## config.mk

```make
export PLATFORM = sky130hd
export DESIGN_NAME = scale_quantizer_sequencer_top
export DESIGN_NICKNAME = d
export VERILOG_FILES = /design/src/design/sqs_pkg.sv /design/src/design/sqs_scale.sv /design/src/design/sqs_quant.sv /design/src/design/scale_quantizer_sequencer_top.sv
export VERILOG_INCLUDE_DIRS = /design/src /design/src/design
export SDC_FILE = /design/constraint.sdc
export NUM_CORES = 1
export LEC_CHECK = 0
export BUFFER_PORTS_ARGS = -buffer_cell sky130_fd_sc_hd__buf_2
export CORE_MARGIN = 2
export CORE_UTILIZATION = 55
export CTS_CLUSTER_SIZE = 20
export DETAILED_ROUTE_END_ITERATION = 12
export MAX_ROUTING_LAYER = met4
export PLACE_DENSITY_LB_ADDON = 0.05
export REMOVE_ABC_BUFFERS = 1
export SYNTH_ARGS = -nofsm -noshare
export SYNTH_HDL_FRONTEND = slang
export SYNTH_SLANG_ARGS = --single-unit
```

## constraint.sdc

```tcl
create_clock -name clock -period 25.5 [get_ports clock]
set_input_delay 2.55 -clock clock [delete_from_list [all_inputs] [get_ports clock]]
set_output_delay 2.55 -clock clock [all_outputs]
set_load 0.02 [all_outputs]
```

## src/design/assert_macros.svh

```systemverilog
// Assertion macros shared by the scale quantiser sequencer modules.
// Each macro expects the enclosing module to have ports named clock and reset.
`ifndef ASSERT_MACROS_SVH
`define ASSERT_MACROS_SVH

// Antecedent and consequent are checked on the same clock edge.
`define SQS_ASSERT_NOW(label, ante, cons, msg) \
   label: assert property (@(posedge clock) disable iff (reset) (ante) |-> (cons)) \
      else $error(msg);

// The consequent is checked on the clock edge after the antecedent.
`define SQS_ASSERT_NEXT(label, ante, cons, msg) \
   label: assert property (@(posedge clock) disable iff (reset) (ante) |=> (cons)) \
      else $error(msg);

`endif

```

## src/design/sqs_pkg.sv

```systemverilog
// Shared types, constants and lookup functions for the scale quantiser sequencer.
// No dependencies; used by sqs_scale, sqs_quant and scale_quantizer_sequencer_top.
package sqs_pkg;

   localparam int CHANNELS_DEFAULT = 16;
   localparam int CH_W             = 4;
   localparam int CV_W             = 17;
   localparam int MASK_W           = 12;
   localparam int STEP_W           = 4;
   localparam int DEGREES          = 12;
   localparam int COUNTS_W         = 12;
   localparam int CSR_IDX_W        = 1;

   typedef enum logic [1:0] {
      MODE_QUANT     = 2'd0,
      MODE_SEQ       = 2'd1,
      MODE_NEG       = 2'd2,
      MODE_QUANT_ALT = 2'd3
   } mode_type;

   typedef enum logic [CSR_IDX_W-1:0] {
      CSR_MODE = 1'b0,
      CSR_MASK = 1'b1
   } csr_index_type;

   typedef struct packed {
      logic [CH_W-1:0]        channel;
      logic signed [CV_W-1:0] cv_in;
      logic signed [CV_W-1:0] root_cv;
      logic                   trigger_edge;
      logic                   trigger_connected;
      logic                   cv_connected;
      logic                   reset_edge;
   } item_type;

   // Degree list: number of entries (1..12) and each entry in Q.12 counts.
   typedef struct packed {
      logic [STEP_W-1:0]                      count;
      logic [DEGREES-1:0][COUNTS_W-1:0]       counts;
   } scale_list_type;

   typedef struct packed {
      logic held_we;
      logic prev_we;
      logic step_we;
   } update_type;

   // Semitone reached by the k-th step around the circle of fifths.
   function automatic logic [3:0] fifth_of(input logic [3:0] k);
      logic [3:0] s;
      case (k)
         4'd0:    s = 4'd0;
         4'd1:    s = 4'd7;
         4'd2:    s = 4'd2;
         4'd3:    s = 4'd9;
         4'd4:    s = 4'd4;
         4'd5:    s = 4'd11;
         4'd6:    s = 4'd6;
         4'd7:    s = 4'd1;
         4'd8:    s = 4'd8;
         4'd9:    s = 4'd3;
         4'd10:   s = 4'd10;
         4'd11:   s = 4'd5;
         default: s = 4'd0;
      endcase
      return s;
   endfunction

   // Semitone reflected about the axis of negative harmony.
   function automatic logic [3:0] mirror_of(input logic [3:0] s);
      logic [3:0] m;
      case (s)
         4'd0:    m = 4'd7;
         4'd1:    m = 4'd6;
         4'd2:    m = 4'd5;
         4'd3:    m = 4'd4;
         4'd4:    m = 4'd3;
         4'd5:    m = 4'd2;
         4'd6:    m = 4'd1;
         4'd7:    m = 4'd0;
         4'd8:    m = 4'd11;
         4'd9:    m = 4'd10;
         4'd10:   m = 4'd9;
         4'd11:   m = 4'd8;
         default: m = 4'd7;
      endcase
      return m;
   endfunction

   // A semitone in Q.12 counts, d/12 volt rounded to the nearest count.
   function automatic logic [COUNTS_W-1:0] degree_counts(input logic [3:0] d);
      logic [COUNTS_W-1:0] c;
      case (d)
         4'd0:    c = 12'd0;
         4'd1:    c = 12'd341;
         4'd2:    c = 12'd683;
         4'd3:    c = 12'd1024;
         4'd4:    c = 12'd1365;
         4'd5:    c = 12'd1707;
         4'd6:    c = 12'd2048;
         4'd7:    c = 12'd2389;
         4'd8:    c = 12'd2731;
         4'd9:    c = 12'd3072;
         4'd10:   c = 12'd3413;
         4'd11:   c = 12'd3755;
         default: c = 12'd0;
      endcase
      return c;
   endfunction

endpackage

```

## src/design/sqs_scale.sv

```systemverilog
// Configuration registers and the registered degree list built from them.
// Depends on sqs_pkg and assert_macros.svh.
`include "assert_macros.svh"

module sqs_scale (
   input  logic                                 clock,
   input  logic                                 reset,
   input  logic                                 csr_valid,
   output logic                                 csr_ready,
   input  logic [sqs_pkg::CSR_IDX_W-1:0]        csr_index,
   input  logic [sqs_pkg::MASK_W-1:0]           csr_data,
   output sqs_pkg::mode_type                    mode,
   output sqs_pkg::scale_list_type              list,
   output logic                                 busy
);

   sqs_pkg::mode_type              mode_ff;
   logic [sqs_pkg::MASK_W-1:0]     mask_ff;
   logic                           dirty_ff;
   logic                           dirty_in;
   sqs_pkg::scale_list_type        list_ff;
   sqs_pkg::scale_list_type        list_in;

   assign csr_ready = 1'b1;
   assign dirty_in  = csr_valid && csr_ready;

   always_ff @(posedge clock) begin
      if (reset) begin
         mode_ff  <= sqs_pkg::MODE_QUANT;
         mask_ff  <= '0;
         dirty_ff <= 1'b0;
      end else begin
         dirty_ff <= dirty_in;
         if (dirty_in) begin
            case (csr_index)
               sqs_pkg::CSR_MODE: mode_ff <= sqs_pkg::mode_type'(csr_data[1:0]);
               sqs_pkg::CSR_MASK: mask_ff <= csr_data;
               default: ;
            endcase
         end
      end
   end

   // Compact the enabled degrees into list order; the rank of an enabled
   // candidate is the number of enabled candidates ahead of it.
   always_comb begin
      logic [sqs_pkg::DEGREES-1:0] en;
      logic [3:0]                  deg_of [sqs_pkg::DEGREES];
      logic [3:0]                  bit_idx;
      logic [3:0]                  fifth;
      logic [sqs_pkg::DEGREES-1:0] ahead;
      logic [3:0]                  rank;
      for (int i = 0; i < sqs_pkg::DEGREES; i++) begin
         fifth = sqs_pkg::fifth_of(4'(i));
         case (mode_ff)
            sqs_pkg::MODE_SEQ: begin
               bit_idx   = 4'(i);
               deg_of[i] = fifth;
            end
            sqs_pkg::MODE_NEG: begin
               bit_idx   = fifth;
               deg_of[i] = sqs_pkg::mirror_of(4'(i));
            end
            default: begin
               bit_idx   = fifth;
               deg_of[i] = 4'(i);
            end
         endcase
         en[i] = mask_ff[bit_idx];
      end
      list_in.counts = '0;
      for (int i = 0; i < sqs_pkg::DEGREES; i++) begin
         ahead = en & ((12'd1 << i) - 12'd1);
         rank  = 4'($countones(ahead));
         if (en[i]) begin
            list_in.counts[rank] = sqs_pkg::degree_counts(deg_of[i]);
         end
      end
      list_in.count = 4'($countones(en));
      if (en == '0) begin
         list_in.count = 4'd1;
      end
   end

   always_ff @(posedge clock) begin
      if (reset) begin
         list_ff.count  <= 4'd1;
         list_ff.counts <= '0;
      end else begin
         list_ff <= list_in;
      end
   end

   assign mode = mode_ff;
   assign list = list_ff;
   assign busy = dirty_ff;

   `SQS_ASSERT_NOW(a_list_count, 1'b1, (list_ff.count != 4'd0) && (list_ff.count <= 4'd12), "degree list length out of range")

endmodule

```

## src/design/sqs_quant.sv

```systemverilog
// Single-pass datapath: quantise or sequencer step for one item, plus state updates.
// Depends on sqs_pkg.
module sqs_quant (
   input  sqs_pkg::item_type                 item,
   input  logic                              in_range,
   input  sqs_pkg::mode_type                 mode,
   input  sqs_pkg::scale_list_type           list,
   input  logic signed [sqs_pkg::CV_W-1:0]   held_rd,
   input  logic signed [sqs_pkg::CV_W-1:0]   prev_rd,
   input  logic [sqs_pkg::STEP_W-1:0]        step_rd,
   output sqs_pkg::update_type               upd,
   output logic signed [sqs_pkg::CV_W-1:0]   held_wd,
   output logic [sqs_pkg::STEP_W-1:0]        step_wd,
   output logic signed [sqs_pkg::CV_W-1:0]   cv_out,
   output logic                              changed
);

   // List entry in counts; the entry just past the end is entry 0 an octave up.
   function automatic logic [12:0] entry_value(input sqs_pkg::scale_list_type l,
                                               input logic [3:0] idx);
      logic [12:0] v;
      if (idx == l.count) begin
         v = {1'b0, l.counts[0]} + 13'd4096;
      end else if (idx < 4'd12) begin
         v = {1'b0, l.counts[idx]};
      end else begin
         v = '0;
      end
      return v;
   endfunction

   logic                     seq_mode;
   logic                     sample;
   logic signed [16:0]       held_sel;
   logic [11:0]              r;
   logic [11:0]              f;
   logic [11:0]              diff;
   logic                     borrow;
   logic signed [18:0]       base;
   logic [15:0]              prod;
   logic [16:0]              rounded;
   logic [3:0]               note;
   logic [3:0]               step0;
   logic [3:0]               step1;
   logic signed [18:0]       sum_q;
   logic signed [18:0]       sum_s;
   logic signed [18:0]       result;
   logic signed [16:0]       sat;

   always_comb begin
      seq_mode = (mode == sqs_pkg::MODE_SEQ);
      sample   = !item.trigger_connected || item.trigger_edge;
      held_wd  = item.cv_in;
      held_sel = sample ? item.cv_in : held_rd;

      // Quantise: slot the fraction above the root into n equal parts.
      r       = item.root_cv[11:0];
      f       = held_sel[11:0];
      borrow  = f < r;
      diff    = f - r;
      base    = {{2{held_sel[16]}}, held_sel[16:12], r};
      base    = base - (borrow ? 19'sd4096 : 19'sd0);
      prod    = 16'(diff) * 16'(list.count);
      rounded = 17'(prod) + 17'd2048;
      note    = rounded[15:12];
      sum_q   = base + $signed({6'b0, entry_value(list, note)});

      // Sequencer step, clamped into the current list first.
      step0 = (step_rd >= list.count) ? 4'd0 : step_rd;
      step1 = step0;
      if (item.trigger_connected && item.trigger_edge) begin
         if (!item.cv_in[16] || !item.cv_connected) begin
            step1 = (step0 + 4'd1 == list.count) ? 4'd0 : step0 + 4'd1;
         end else begin
            step1 = (step0 == 4'd0) ? list.count - 4'd1 : step0 - 4'd1;
         end
      end
      if (item.reset_edge) begin
         step1 = 4'd0;
      end
      step_wd = step1;
      sum_s   = {{2{item.root_cv[16]}}, item.root_cv} + $signed({6'b0, entry_value(list, step1)});

      result = seq_mode ? sum_s : sum_q;
      if (result > 19'sd65535) begin
         sat = 17'sd65535;
      end else if (result < -19'sd65536) begin
         sat = -17'sd65536;
      end else begin
         sat = result[16:0];
      end

      upd     = '0;
      cv_out  = '0;
      changed = 1'b0;
      if (in_range) begin
         if (seq_mode && item.channel != '0) begin
            cv_out = prev_rd;
         end else begin
            cv_out      = sat;
            changed     = sat != prev_rd;
            upd.prev_we = sat != prev_rd;
            upd.held_we = !seq_mode && sample;
            upd.step_we = seq_mode;
         end
      end
   end

endmodule

```

## src/design/scale_quantizer_sequencer_top.sv

```systemverilog
// Scale quantiser sequencer top level: handshake, per-channel state, result register.
// Depends on sqs_pkg, sqs_scale, sqs_quant and assert_macros.svh.
//
// The block takes one request beat per clock cycle unless the request side is stalled,
// and returns exactly one response beat for each, in order: a beat is captured in the
// input register, worked through the single-pass quantiser and sequencer logic, and
// written to the response register, from which the response is offered; a new beat
// can enter the input register as the last one moves on to the response register.
// The per-channel held voltage and previous output live in flip-flops and are read and
// updated in the same pass, so consecutive beats on one channel need no forwarding.
// A full response register that is stalled holds the beat in the input register and
// stalls the request side in turn.
// Configuration writes on the csr_ port are always ready; during the write cycle and
// the cycle after it the request side is stalled while the registered degree list is
// rebuilt from the new mode and scale mask. Register 0 is the mode (0 quantise,
// 1 sequencer on channel 0 only, 2 negative harmony, 3 as 0) and register 1 the
// 12-bit circle-of-fifths mask.
`include "assert_macros.svh"

module scale_quantizer_sequencer_top #(
   parameter int CHANNELS = sqs_pkg::CHANNELS_DEFAULT
) (
   input  logic                                clock,
   input  logic                                reset,
   // request channel
   input  logic                                req_valid,
   output logic                                req_stall,
   input  logic [sqs_pkg::CH_W-1:0]            req_channel,
   input  logic signed [sqs_pkg::CV_W-1:0]     req_cv_in,
   input  logic signed [sqs_pkg::CV_W-1:0]     req_root_cv,
   input  logic                                req_trigger_edge,
   input  logic                                req_trigger_connected,
   input  logic                                req_cv_connected,
   input  logic                                req_reset_edge,
   // response channel
   output logic                                rsp_valid,
   input  logic                                rsp_stall,
   output logic [sqs_pkg::CH_W-1:0]            rsp_out_channel,
   output logic signed [sqs_pkg::CV_W-1:0]     rsp_cv_out,
   output logic                                rsp_changed,
   // configuration write channel
   input  logic                                csr_valid,
   output logic                                csr_ready,
   input  logic [sqs_pkg::CSR_IDX_W-1:0]       csr_index,
   input  logic [sqs_pkg::MASK_W-1:0]          csr_data
);

   localparam int IDX_W = (CHANNELS > 1) ? $clog2(CHANNELS) : 1;

   sqs_pkg::mode_type                  mode;
   sqs_pkg::scale_list_type            list;
   logic                               list_busy;

   sqs_pkg::item_type                  item_ff;
   logic                               s1_valid_ff;
   logic                               s1_valid_in;
   logic                               req_accept;
   logic                               advance;

   logic signed [sqs_pkg::CV_W-1:0]    held_ff [CHANNELS];
   logic signed [sqs_pkg::CV_W-1:0]    prev_ff [CHANNELS];
   logic [sqs_pkg::STEP_W-1:0]         step_ff;

   logic [IDX_W-1:0]                   idx;
   logic                               in_range;
   logic signed [sqs_pkg::CV_W-1:0]    held_rd;
   logic signed [sqs_pkg::CV_W-1:0]    prev_rd;

   sqs_pkg::update_type                upd;
   logic signed [sqs_pkg::CV_W-1:0]    held_wd;
   logic [sqs_pkg::STEP_W-1:0]         step_wd;
   logic signed [sqs_pkg::CV_W-1:0]    cv_res;
   logic                               changed_res;

   logic                               rsp_valid_ff;
   logic                               rsp_valid_in;
   logic [sqs_pkg::CH_W-1:0]           rsp_channel_ff;
   logic signed [sqs_pkg::CV_W-1:0]    rsp_cv_ff;
   logic                               rsp_changed_ff;

   sqs_scale u_scale (
      .clock     (clock),
      .reset     (reset),
      .csr_valid (csr_valid),
      .csr_ready (csr_ready),
      .csr_index (csr_index),
      .csr_data  (csr_data),
      .mode      (mode),
      .list      (list),
      .busy      (list_busy)
   );

   // The input stage moves on whenever the response register is empty or is
   // being emptied on this edge.
   assign advance      = s1_valid_ff && (!rsp_valid_ff || !rsp_stall);
   assign req_stall    = (s1_valid_ff && !advance) || csr_valid || list_busy;
   assign req_accept   = req_valid && !req_stall;
   assign s1_valid_in  = req_accept || (s1_valid_ff && !advance);
   assign rsp_valid_in = advance || (rsp_valid_ff && rsp_stall);

   always_ff @(posedge clock) begin
      if (reset) begin
         s1_valid_ff  <= 1'b0;
         rsp_valid_ff <= 1'b0;
      end else begin
         s1_valid_ff  <= s1_valid_in;
         rsp_valid_ff <= rsp_valid_in;
      end
   end

   always_ff @(posedge clock) begin
      if (req_accept) begin
         item_ff.channel           <= req_channel;
         item_ff.cv_in             <= req_cv_in;
         item_ff.root_cv           <= req_root_cv;
         item_ff.trigger_edge      <= req_trigger_edge;
         item_ff.trigger_connected <= req_trigger_connected;
         item_ff.cv_connected      <= req_cv_connected;
         item_ff.reset_edge        <= req_reset_edge;
      end
   end

   // Channels at or beyond CHANNELS touch no state and read as zero.
   assign in_range = {1'b0, item_ff.channel} < (sqs_pkg::CH_W + 1)'(CHANNELS);
   assign idx      = IDX_W'(item_ff.channel);
   assign held_rd  = in_range ? held_ff[idx] : '0;
   assign prev_rd  = in_range ? prev_ff[idx] : '0;

   sqs_quant u_quant (
      .item     (item_ff),
      .in_range (in_range),
      .mode     (mode),
      .list     (list),
      .held_rd  (held_rd),
      .prev_rd  (prev_rd),
      .step_rd  (step_ff),
      .upd      (upd),
      .held_wd  (held_wd),
      .step_wd  (step_wd),
      .cv_out   (cv_res),
      .changed  (changed_res)
   );

   // Per-channel state is updated on the same edge that loads the response.
   always_ff @(posedge clock) begin
      if (reset) begin
         for (int c = 0; c < CHANNELS; c++) begin
            held_ff[c] <= '0;
            prev_ff[c] <= '0;
         end
         step_ff <= '0;
      end else if (advance) begin
         if (upd.held_we) begin
            held_ff[idx] <= held_wd;
         end
         if (upd.prev_we) begin
            prev_ff[idx] <= cv_res;
         end
         if (upd.step_we) begin
            step_ff <= step_wd;
         end
      end
   end

   always_ff @(posedge clock) begin
      if (advance) begin
         rsp_channel_ff <= item_ff.channel;
         rsp_cv_ff      <= cv_res;
         rsp_changed_ff <= changed_res;
      end
   end

   assign rsp_valid       = rsp_valid_ff;
   assign rsp_out_channel = rsp_channel_ff;
   assign rsp_cv_out      = rsp_cv_ff;
   assign rsp_changed     = rsp_changed_ff;

   `SQS_ASSERT_NOW(a_step_range, 1'b1, step_ff < 4'd12, "sequencer step beyond the longest list")
   `SQS_ASSERT_NOW(a_no_accept_busy, list_busy, !req_accept, "beat accepted while degree list rebuilds")
   `SQS_ASSERT_NEXT(a_s1_holds, s1_valid_ff && rsp_valid_ff && rsp_stall, s1_valid_ff && $stable(item_ff), "input stage lost a beat under stall")

endmodule
```

# After elaboration in Yosys (flattened, before gate mapping)
# Memories as Yosys holds them, arrays and structs flattened. A register that Yosys moved wholly into a read port is not among the register bits.
# Cells that the tools add are included.
[op_classes] add_sub_neg=29 n_mul=1 n_mux=125 n_lt_le_gt_ge=36 reduce_logical=42 bitwise_logic=1 n_eq_ne=6
[ops] cell="$bwmux 144" count=11
[ops] cell="$mux 144" count=11
[ops] cell="$demux 12 s4" count=10
[ops] cell="$mux 12" count=27
[ops] cell="$mux 17" count=6
[ops] cell="$bmux 12 s4" count=2
[ops] cell="$lt 4x5->1 const B" count=16
[ops] cell="$mux 4" count=14
[ops] cell="$ge 4x1->1 const B" count=10
[ops] cell="$mux 13" count=3
[ops] cell="$add 4x4->4" count=9
[ops] cell="$reduce_or 17->1" count=2
[ops] cell="$pmux 4 s2" count=4
[ops] cell="$bmux 1 s4" count=6
[ops] cell="$mux 3" count=7
[ops] cell="$add 4x1->4" count=5
[ops] cell="$add 19x14->19" count=1
[ops] cell="$gt 19x17->1 const B" count=1
[ops] cell="$lt 19x17->1 const B" count=1
[ops] cell="$mux 19" count=1
[ops] cell="$add 17x14->18" count=1
[ops] cell="$logic_and 1x1->1" count=18
[ops] cell="$mux 1" count=18
[ops] cell="$sub 17x14->18" count=1
[ops] cell="other kinds (28)" count=55
[word_totals] out_inout_bits=25 ramBits=544 romBits=2304 memories=14 regBits=233 wordCells=283 inputBits=60
[memory_table] name="held_ff" words=16 word_bits=17 rd=1 rd_clocked_by_memory_dff=1 wr=16 line="scale_quantizer_sequencer_top.sv:60" rtl="logic signed [sqs_pkg::CV_W-1:0] held_ff [CHANNELS];"
[memory_table] name="prev_ff" words=16 word_bits=17 rd=1 rd_clocked_by_memory_dff=1 wr=16 line="scale_quantizer_sequencer_top.sv:61" rtl="logic signed [sqs_pkg::CV_W-1:0] prev_ff [CHANNELS];"
[memory_table] name="(no name shown)" words=16 word_bits=12 rd=1 rd_clocked_by_memory_dff=0 wr=0 line="sqs_pkg.sv:93" rtl="case (d)"
[memory_table] name="(no name shown)" words=16 word_bits=12 rd=1 rd_clocked_by_memory_dff=0 wr=0 line="sqs_pkg.sv:93"
[memory_table] name="(no name shown)" words=16 word_bits=12 rd=1 rd_clocked_by_memory_dff=0 wr=0 line="sqs_pkg.sv:93"
[memory_table] name="(no name shown)" words=16 word_bits=12 rd=1 rd_clocked_by_memory_dff=0 wr=0 line="sqs_pkg.sv:93"
[memory_table] name="+8 memories"

# Depth between registers and ports, before layout
[logic_depth] ltp_word=29 mapped_depth=61 mapped_depth_nobuf=48

# Hierarchy
# A second synthesis with hierarchy kept.
[hier_totals] hier_cells=4229 hier_area_um2=43797.0
[by_module_without_submodules] mod="scale_quantizer_sequencer_top" instances=1 cells_each=1767 area_per_inst_um2=26581.7 seq_area_each_um2=18457.7
[by_module_without_submodules] mod="sqs_scale" instances=1 cells_each=1203 area_per_inst_um2=8697.1 seq_area_each_um2=1581.5
[by_module_without_submodules] mod="sqs_quant" instances=1 cells_each=1259 area_per_inst_um2=8518.2 seq_area_each_um2=0.0

# Least setup slack after synthesis
# Ideal clock, no wire load.
[synth_path] path_type="reg-to-reg" startpoint="reg with a tool-made name" endpoint="mem prev_ff[0][0] (netlist name) (enable)" arrival_time_ns=13.830 t_required_ns=25.085 stages_incl_launch_ff=51 slack_ns=11.255 path_buffers=8 synth_period_minus_slack_ns=14.245 setup_ns=0.415 path_cell_list="dfxtp_1 -> buf_2 -> buf_2 -> buf_2 -> clkbuf_1 -> buf_1 -> buf_1 -> mux4_2 -> mux4_2 -> mux2i_1 -> ha_1 -> nor2b_1 -> o21ai_0 -> a21boi_0 -> o21ai_0 -> a21boi_0 -> o21a_1 -> o21a_1 -> [15 not listed] -> o211ai_1 -> a21oi_1 -> a21o_1 -> fa_1 -> a21o_1 -> a221oi_2 -> a21oi_1 -> a221o_1 -> a31oi_1 -> xnor2_1 -> o22a_2 -> o21ai_1 -> nand2_1 -> a221oi_1 -> or3_1 -> nor3_2 -> clkbuf_1 -> o21ai_0"
[synth_rtl] item="to (decl)" line="scale_quantizer_sequencer_top.sv:61"

==> impl_metrics.toml <==
[detailed_routing]
via_per_inst = 6.547
dr.first_iter.drc_count = 3811
drc = 0
wirelength_mm = 127.3
wl_per_cell_um = 26.88
vias = 31000
drt_pre_antenna_iters = 8
ant_nets = 0

[critical_path]
start_kind = "flip-flop"
crit_required_ps = 25890
critPathCaptureType = "flip-flop"
cp_data_arrival_time_ps = 16160
path_delay_family = "compound AO/OA/AOI/OAI gates"
crit_type = "reg2reg"
crit_fanout = 64
slowest_delay_ps = 820
crit_buf_inv = 5
cp_slowest_cell = "nor4_2"

[clock_network]
cts.clk_slew.worst_paths_ps = 60
cts_setup_buffers = 0
root_buffer = "clkbuf_16"
htree_levels = 3
cts_tree = "yes"
cts_resized = 0
cts_buffers = 76
clock_path_buffers = 3
hold_buffers = 0
cts.sink_count = 697
clk-insertion-delay-late_ps = 640

[sta]
setup_viol_count_final = 0
rsz0062_at_grt = "no"
post-route-period-util_pct = 61.86
relSlewSlack_pct = 1.846
finClkSkew_ps = 31.66
max_freq_ghz = 0.06339
holdWs_ps = 473.3
drv_slew = 0
hold_viol = 0
tns_ps = 0
worstMarginPinSlew_ps = 1472
period_minus_slack_ps = 15780

[global_route]
grt_pass1_vias = 30530
antenna_found_initial = 5
grt_pass1_wl_mm = 192.4
grt_overflow = 0
grt_start_max_net_pins = 68
grt_usage_pct = 33.75

[logic_synthesis]
netlist_area_mm2 = 0.04146
synth_cells = 3694
ys_seq_area_share_pct = 48.34
avgSynthCellArea_um2 = 11.22
yosys_most_used_dff = "edfxtp_1"
async_reset_ff_share_pct = 0
yosysWarnings = 0
synth-edff-count = 608
synth-simple-area-share_pct = 18.56
synth_xor_area_share_pct = 1.077
synth_top_family_by_area = "simple AND/OR/NAND/NOR gates"
yosys-mux-area-fraction_pct = 11.78
synth-compound-area-share_pct = 11.28
synth_cell_types = 100
synthAdderAreaFrac_pct = 4.986
ys_ff_latch = 697

[layout]
synthToLayoutAreaGrowth_pct = 9.172
nFillCells = 6003
drive_gt1_share_pct = 17.64
layout_commonest_cell = "edfxtp_1"
nets = 3912
fin_area_mm2 = 0.04526
layout_common_cells = "edfxtp_1, and2_1, nand2_1, nor3_1, nor2_1"

[placement]
numPortBuffers = 83
dpl.hpwl_mm = 89.74
placed_area_mm2 = 0.04280
gp_congestion = 0.9867

[floorplan]
start_util_pct = 55.59
core-area_mm2 = 0.07457
rows = 100
die_w_um = 278.6
ios = 85
die_area_mm2 = 0.07759
die_h_um = 278.6

[job]
maxCapViolCount = 0

[power_and_ir_drop]
p_leak_nw = 16.46
ir_drop_v = 0.00006134
power.density_mw_per_mm2 = 77.85

[worst_hold_path]
hp-class = "reg2reg"

[run_status]
status = "finished, final reports clean"
-- synthesized netlist by cell type, types with 31 or more instances --
master      n  area, um2
inv_1     108      405.4
buf_2      41      205.2
nand2b_1   31      193.9
nand2_1   296       1111
ha_1      106       1326
mux2i_1   103       1031
fa_1       37      740.7
o21ai_0   155      775.7
a21oi_1   193      965.9
edfxtp_1  608      18260
mux2_2     32      360.4
a211oi_1   55      412.9
dfxtp_1    89       1782
and2_1    304       1902
mux4_2    154       3468
nand3_1    45      225.2
nor2_1    245      919.6
nor3_2     97      970.9
nor3_1    251       1256
clkbuf_1  162      608.1
xnor2_1    34      297.8
-- sequential cells by signal (all words and copies together), names as in the netlist, named ones only --
register / cells
item_ff: 38
step_ff: 4
u_scale.list: 64
u_scale.busy: 1
held_ff: 272
rsp_out_channel: 4
prev_ff: 272
u_scale.mask_ff: 12
rsp_valid: 1
rsp_cv_out: 17
s1_valid_ff: 1
rsp_changed: 1
idx: 4
u_scale.mode: 2
-- stage by stage --
stage | total power, mW | utilization (%) | setup slack (ps) | instances
after floorplan | 2.042 | - | 3195 | 3447
after global placement | 2.416 | 57.39 | 10310 | 4600
after detailed placement | 2.422 | 57.39 | 9884 | 4600
after CTS | 3.512 | 60.69 | 9863 | 4734
after global routing | 3.655 | 60.69 | 8649 | 4735
final | 3.523 | 60.69 | 9725 | 4735
-- power breakdown --
| group | internal [mW] | total [mW] | switching, mW |
|---|---|---|---|
| Combinational | 0.359 | 1.11 | 0.754 |
| Clock | 0.630 | 1.10 | 0.465 |
| Sequential | 1.29 | 1.32 | 0.0292 |
-- cells by family after synthesis --
| family | after synthesis |
|---|---|
| adder cells (fa/ha/maj) | 143 |
| other | 1 |
| XOR/XNOR | 51 |
| AND/OR/NAND/NOR | 1432 |
| multiplexers | 291 |
| flip-flops | 697 |
| buffers and inverters | 359 |
| AO/OA/AOI/OAI | 720 |
-- worst register-to-register path, delay by kind of cell, from the launching register on --
| kind | cells | cell delay [ps] |
|---|---|---|
| AOI/OAI and AO/OA | 21 | 5710 |
| xor gates and xnor gates | 4 | 1170 |
| adders and majority gates | 6 | 2290 |
| buffers and inverters | 5 | 2220 |
| DFF | 1 | 620 |
| muxes | 2 | 1080 |
| and+or+nand+nor | 9 | 2420 |
-- metal layers --
layer | GRT usage, % | up-vias | wire, um
met1 | 45.60 | 15320 | 52750
met4 | 10.46 | 0 | 4033
met2 | 53.41 | 1525 | 60270
met3 | 4.659 | 255 | 10230
li1 | - | 13900 | -
met5 | - | - | 0
-- path summary, 6_finish.rpt --
check | start | slack, ps | to | cells after the start
min | u_scale.mask_ff[1] | 470 | u_scale.mask_ff[1] | 2
max | flip-flop | 9720 | prev_ff[12][14] | 47
max reg2reg | flip-flop | 9720 | prev_ff[12][14] | 47
min reg2reg | u_scale.mask_ff[1] | 470 | u_scale.mask_ff[1] | 2
-- cell type report --
type	count	area, um2	share of cell area (%)
multi-input combinational	2638	19940	44.05
tap	969	1212	2.679
clock inverter	37	385.4	0.8515
clock buffer	97	2076	4.586
inverter	112	420.4	0.9289
timing repair buffer	184	1174	2.593
sequential	697	20050	44.30
antenna	1	2.502	0.005529
Power figures use the tool's default switching activity.
